--- config.mk ---
export PLATFORM = sky130hd
export DESIGN_NAME = bgrf_chunk_lane
export DESIGN_NICKNAME = d
export VERILOG_FILES = /design/src/bgrf_pkg.sv /design/src/bgrf_chunk_lane.sv
export SDC_FILE = /design/constraint.sdc
export NUM_CORES = 1
export LEC_CHECK = 0
export BUFFER_PORTS_ARGS = -buffer_cell sky130_fd_sc_hd__clkbuf_2
export CORE_AREA = 4 4 91 93
export DETAILED_ROUTE_END_ITERATION = 10
export DIE_AREA = 0 0 95 97
export PLACE_DENSITY = 0.44
export SYNTH_ARGS = -nofsm -noshare
export SYNTH_HDL_FRONTEND = slang
export SYNTH_SLANG_ARGS = --single-unit
export TNS_END_PERCENT = 20
--- constraint.sdc ---
create_clock -name vclk -period 5.85
set_input_delay 0 -clock vclk [all_inputs]
set_output_delay 0 -clock vclk [all_outputs]
set_load 0.03 [all_outputs]
--- src/bgrf_pkg.sv ---
// ----------------------------------------------------------------------------
// bgrf_pkg
// types, widths and codes shared by the bit granular ring fifo
// ----------------------------------------------------------------------------
package bgrf_pkg;

   localparam int DATA_W = 64;
   localparam int CNT_W  = 7;
   localparam int CAP_W  = 11;
   localparam int STAT_W = 2;
   localparam int FILL_W = 14;

   typedef logic [STAT_W-1:0] status_type;

   localparam status_type ST_DONE      = 2'd0;
   localparam status_type ST_NO_SPACE  = 2'd1;
   localparam status_type ST_UNDERFLOW = 2'd2;

   localparam logic MODE_PUSH = 1'b0;
   localparam logic MODE_POP  = 1'b1;

   typedef struct packed {
      logic [3:0] len;
      logic [7:0] merged;
      logic [7:0] taken;
      logic [7:0] taken_rev;
   } chunk_type;

   function automatic logic [7:0] rev8(input logic [7:0] value);
      logic [7:0] result;
      for (int i = 0; i < 8; i++) begin
         result[i] = value[7-i];
      end
      return result;
   endfunction

endpackage

--- src/bgrf_chunk_lane.sv ---
// ----------------------------------------------------------------------------
// bgrf_chunk_lane
// byte lane: sizes the next piece of a word inside one store byte, merges
// pushed bits into the byte and extracts popped bits from it
// ----------------------------------------------------------------------------
module bgrf_chunk_lane (
   input  logic [2:0]                 offset,
   input  logic [bgrf_pkg::CNT_W-1:0] remaining,
   input  logic [7:0]                 src_bits,
   input  logic [7:0]                 mem_byte,
   output bgrf_pkg::chunk_type        chunk
);
   import bgrf_pkg::*;

   logic [3:0] avail;
   logic [3:0] len;
   logic [8:0] low_wide;
   logic [7:0] low_mask;
   logic [7:0] mask;
   logic [7:0] taken;

   always_comb begin
      avail    = 4'd8 - {1'b0, offset};
      len      = (remaining < CNT_W'(avail)) ? remaining[3:0] : avail;
      low_wide = (9'h001 << len) - 9'h001;
      low_mask = low_wide[7:0];
      mask     = low_mask << offset;
      taken    = (mem_byte >> offset) & low_mask;

      chunk.len       = len;
      chunk.merged    = (mem_byte & ~mask) | ((src_bits << offset) & mask);
      chunk.taken     = taken;
      chunk.taken_rev = rev8(taken) >> (4'd8 - len);
   end

endmodule

==> metrics.txt <==
total wire length 6710 um; drt pass-1 iters 4; pin count of the biggest net entering global routing 30; Max stage delay on crit path 450 ps; die width about 95 um; biggest area consumer among synthesized cells mux2i_1; post-CTS sizing 0; period utilization 90.2%; Slew HR about two fifths; first-pass GRT wire length around 11,000 um; fin crit period 5280 ps; cells along the critical path clkbuf_2, inv_1, ha_1, xor2_2, ha_1, a21oi_1, o21ai_1, a21oi_4, mux2_2, ha_1, or2_2, nand3_1, o21ai_0, o31ai_1, o21ai_0, mux2i_1, o21ai_1, a2111oi_2, clkbuf_2; Final Slew Violations 0; CORE AREA around 0.0075 mm^2; Netlist Area Pre-Place 0.00183 mm^2; commonest cells in the netlist 24 x mux2i_1, 24 x nand2_1, 22 x nor2_1; Hold Crit Class in -> out; slowest CP cell mux2_2; status finished clean; vias in the first global route approximately 2,100; synth-to-layout area growth 19.7%; Area contributors post-synth mux2i_1 13%, ha_1 7.5%, mux2_2 7.4%; post-synthesis sequential area ratio 0%; P_leak 1.03 nW; Crit. End Element primary output; Starting Density 24.3%; seq_cells 0; Fin Setup TNS 0 ps; worst-path maximum fanout 11; cell family with most CP delay compound AO/OA/AOI/OAI gates; num rows 32; Worst Tran Pin Value about 920 ps; Port Buffers 54; initial antenna violation count 0; WS Path Type in -> out; startpoint types input pin; layout cells sized above 1 between 20 and 30%; CP bufs+invs 3; Die Ht about 97 um; Hold Vio Cnt, Final 0; Post-CTS Setup Bufs 0; Worst Path Arrival between 5000 and 6000 ps; nets@finish 346; Yosys cell types 62; GRT Total Usage ~14%; vias per cell roughly 5.2; Iter 0 DRT Violations between 100 and 150; # DRC 0; # IOs 54; grt total ovfl 0; synthesized area per cell around 6.9 um^2; placed cell count roughly 400; Hold Buf Count CTS 0; Post-Synthesis Cells roughly 270; final core utilization between 20% and 30%; Pwr per Cell Area between 150 and 200 mW/mm^2; crit-path most repeated cell ha_1; die area ~0.0092 mm^2; # clk buffers 0; Peak VDD IR 0.0000502 V; # fillers between 800 and 900; DR vias around 2,100; n_diodes 0; Worst Path Required slightly below 6000 ps; Non-Filler Instances around 410; Fmax 189 MHz; final setup vio count 0; wire length per cell around 16 um; Mapped Nets 304; Max-Cap Viols 0; unrepaired setup endpoints after global routing no; routability cong. ~0.83; Routed Antenna Nets 0; Synth top area share about an eighth; YS warnings 0; dpl hpwl around 5400 um; Register Area 0 um^2
## final cells by class
| cell class | instances | area (um^2) | area share, % |
|---|---|---|---|
| timing repair buffer | 58 | 300 | 13.7 |
| inverter | 19 | 71.3 | 3.25 |
| multi-input combinational | 230 | 1690 | 77.2 |
| tap | 102 | 128 | 5.82 |
## routing by layer
metal	share of wire, %	up-vias	track usage, %
met1	49	999	21.0
met2	47	50	24.3
met4	0.79	0	1.44
li1	-	1086	-
met5	0	-	0
met3	3.5	4	0.622
## worst paths after layout
| path | startpoint | end | cells after the start |
|---|---|---|---|
| worst max-delay path | offset[1] | chunk[0] | 19 |
| worst min-delay path | mem_byte[0] | chunk[16] | 3 |
## cell families after synthesis
group	after synthesis	synth area share, %
AND/OR/NAND/NOR	98	27.7
multiplexers	38	23.0
XOR/XNOR	4	2.32
buffers and inverters	37	8.20
adder cells (fa/ha/maj)	11	7.51
AO/OA/AOI/OAI	79	31.3
## per-stage QoR
stage | setup slack (ps) | cell area, um^2 | total power, mW | hold WS [ps]
2_1_floorplan | -58.5 | 1840 | 0.263 | 181
3_3_place_gp | 445 | 2190 | 0.358 | 418
3_5_place_dp | 508 | 2190 | 0.355 | 420
4_1_cts | 465 | 2190 | 0.357 | 421
5_1_grt | 23.1 | 2190 | 0.389 | 448
6_report | 572 | 2190 | 0.356 | 417
## report_power, final
group	total (mW)	internal [mW]	switching, mW
Clock	0	0	0
Combinational	0.356	0.121	0.235
Sequential	0	0	0
## cell usage in the layout (no fill, tap or decap), types with 2 or more instances in the layout
| master | instances |
|---|---|
| a211o_1 | 3 |
| a211oi_1 | 6 |
| a21o_1 | 2 |
| a21oi_1 | 13 |
| a221o_1 | 2 |
| a311oi_1 | 2 |
| a31oi_1 | 2 |
| a41oi_1 | 2 |
| and3_1 | 8 |
| and4_1 | 2 |
| buf_4 | 4 |
| clkbuf_2 | 54 |
| ha_1 | 11 |
| inv_1 | 17 |
| inv_2 | 2 |
| mux2_2 | 12 |
| mux2i_1 | 24 |
| mux4_2 | 2 |
| nand2_1 | 24 |
| nand2b_1 | 3 |
| nand3_1 | 6 |
| nand3b_1 | 2 |
| nand4_1 | 2 |
| nor2_1 | 22 |
| nor2b_1 | 7 |
| nor3_1 | 13 |
| o2111ai_1 | 2 |
| o211ai_1 | 2 |
| o21ai_0 | 16 |
| o21ai_1 | 3 |
| o21bai_1 | 2 |
| o31ai_1 | 3 |
| or3_1 | 2 |
| xnor2_1 | 2 |
Power figures use the tool's default switching activity.
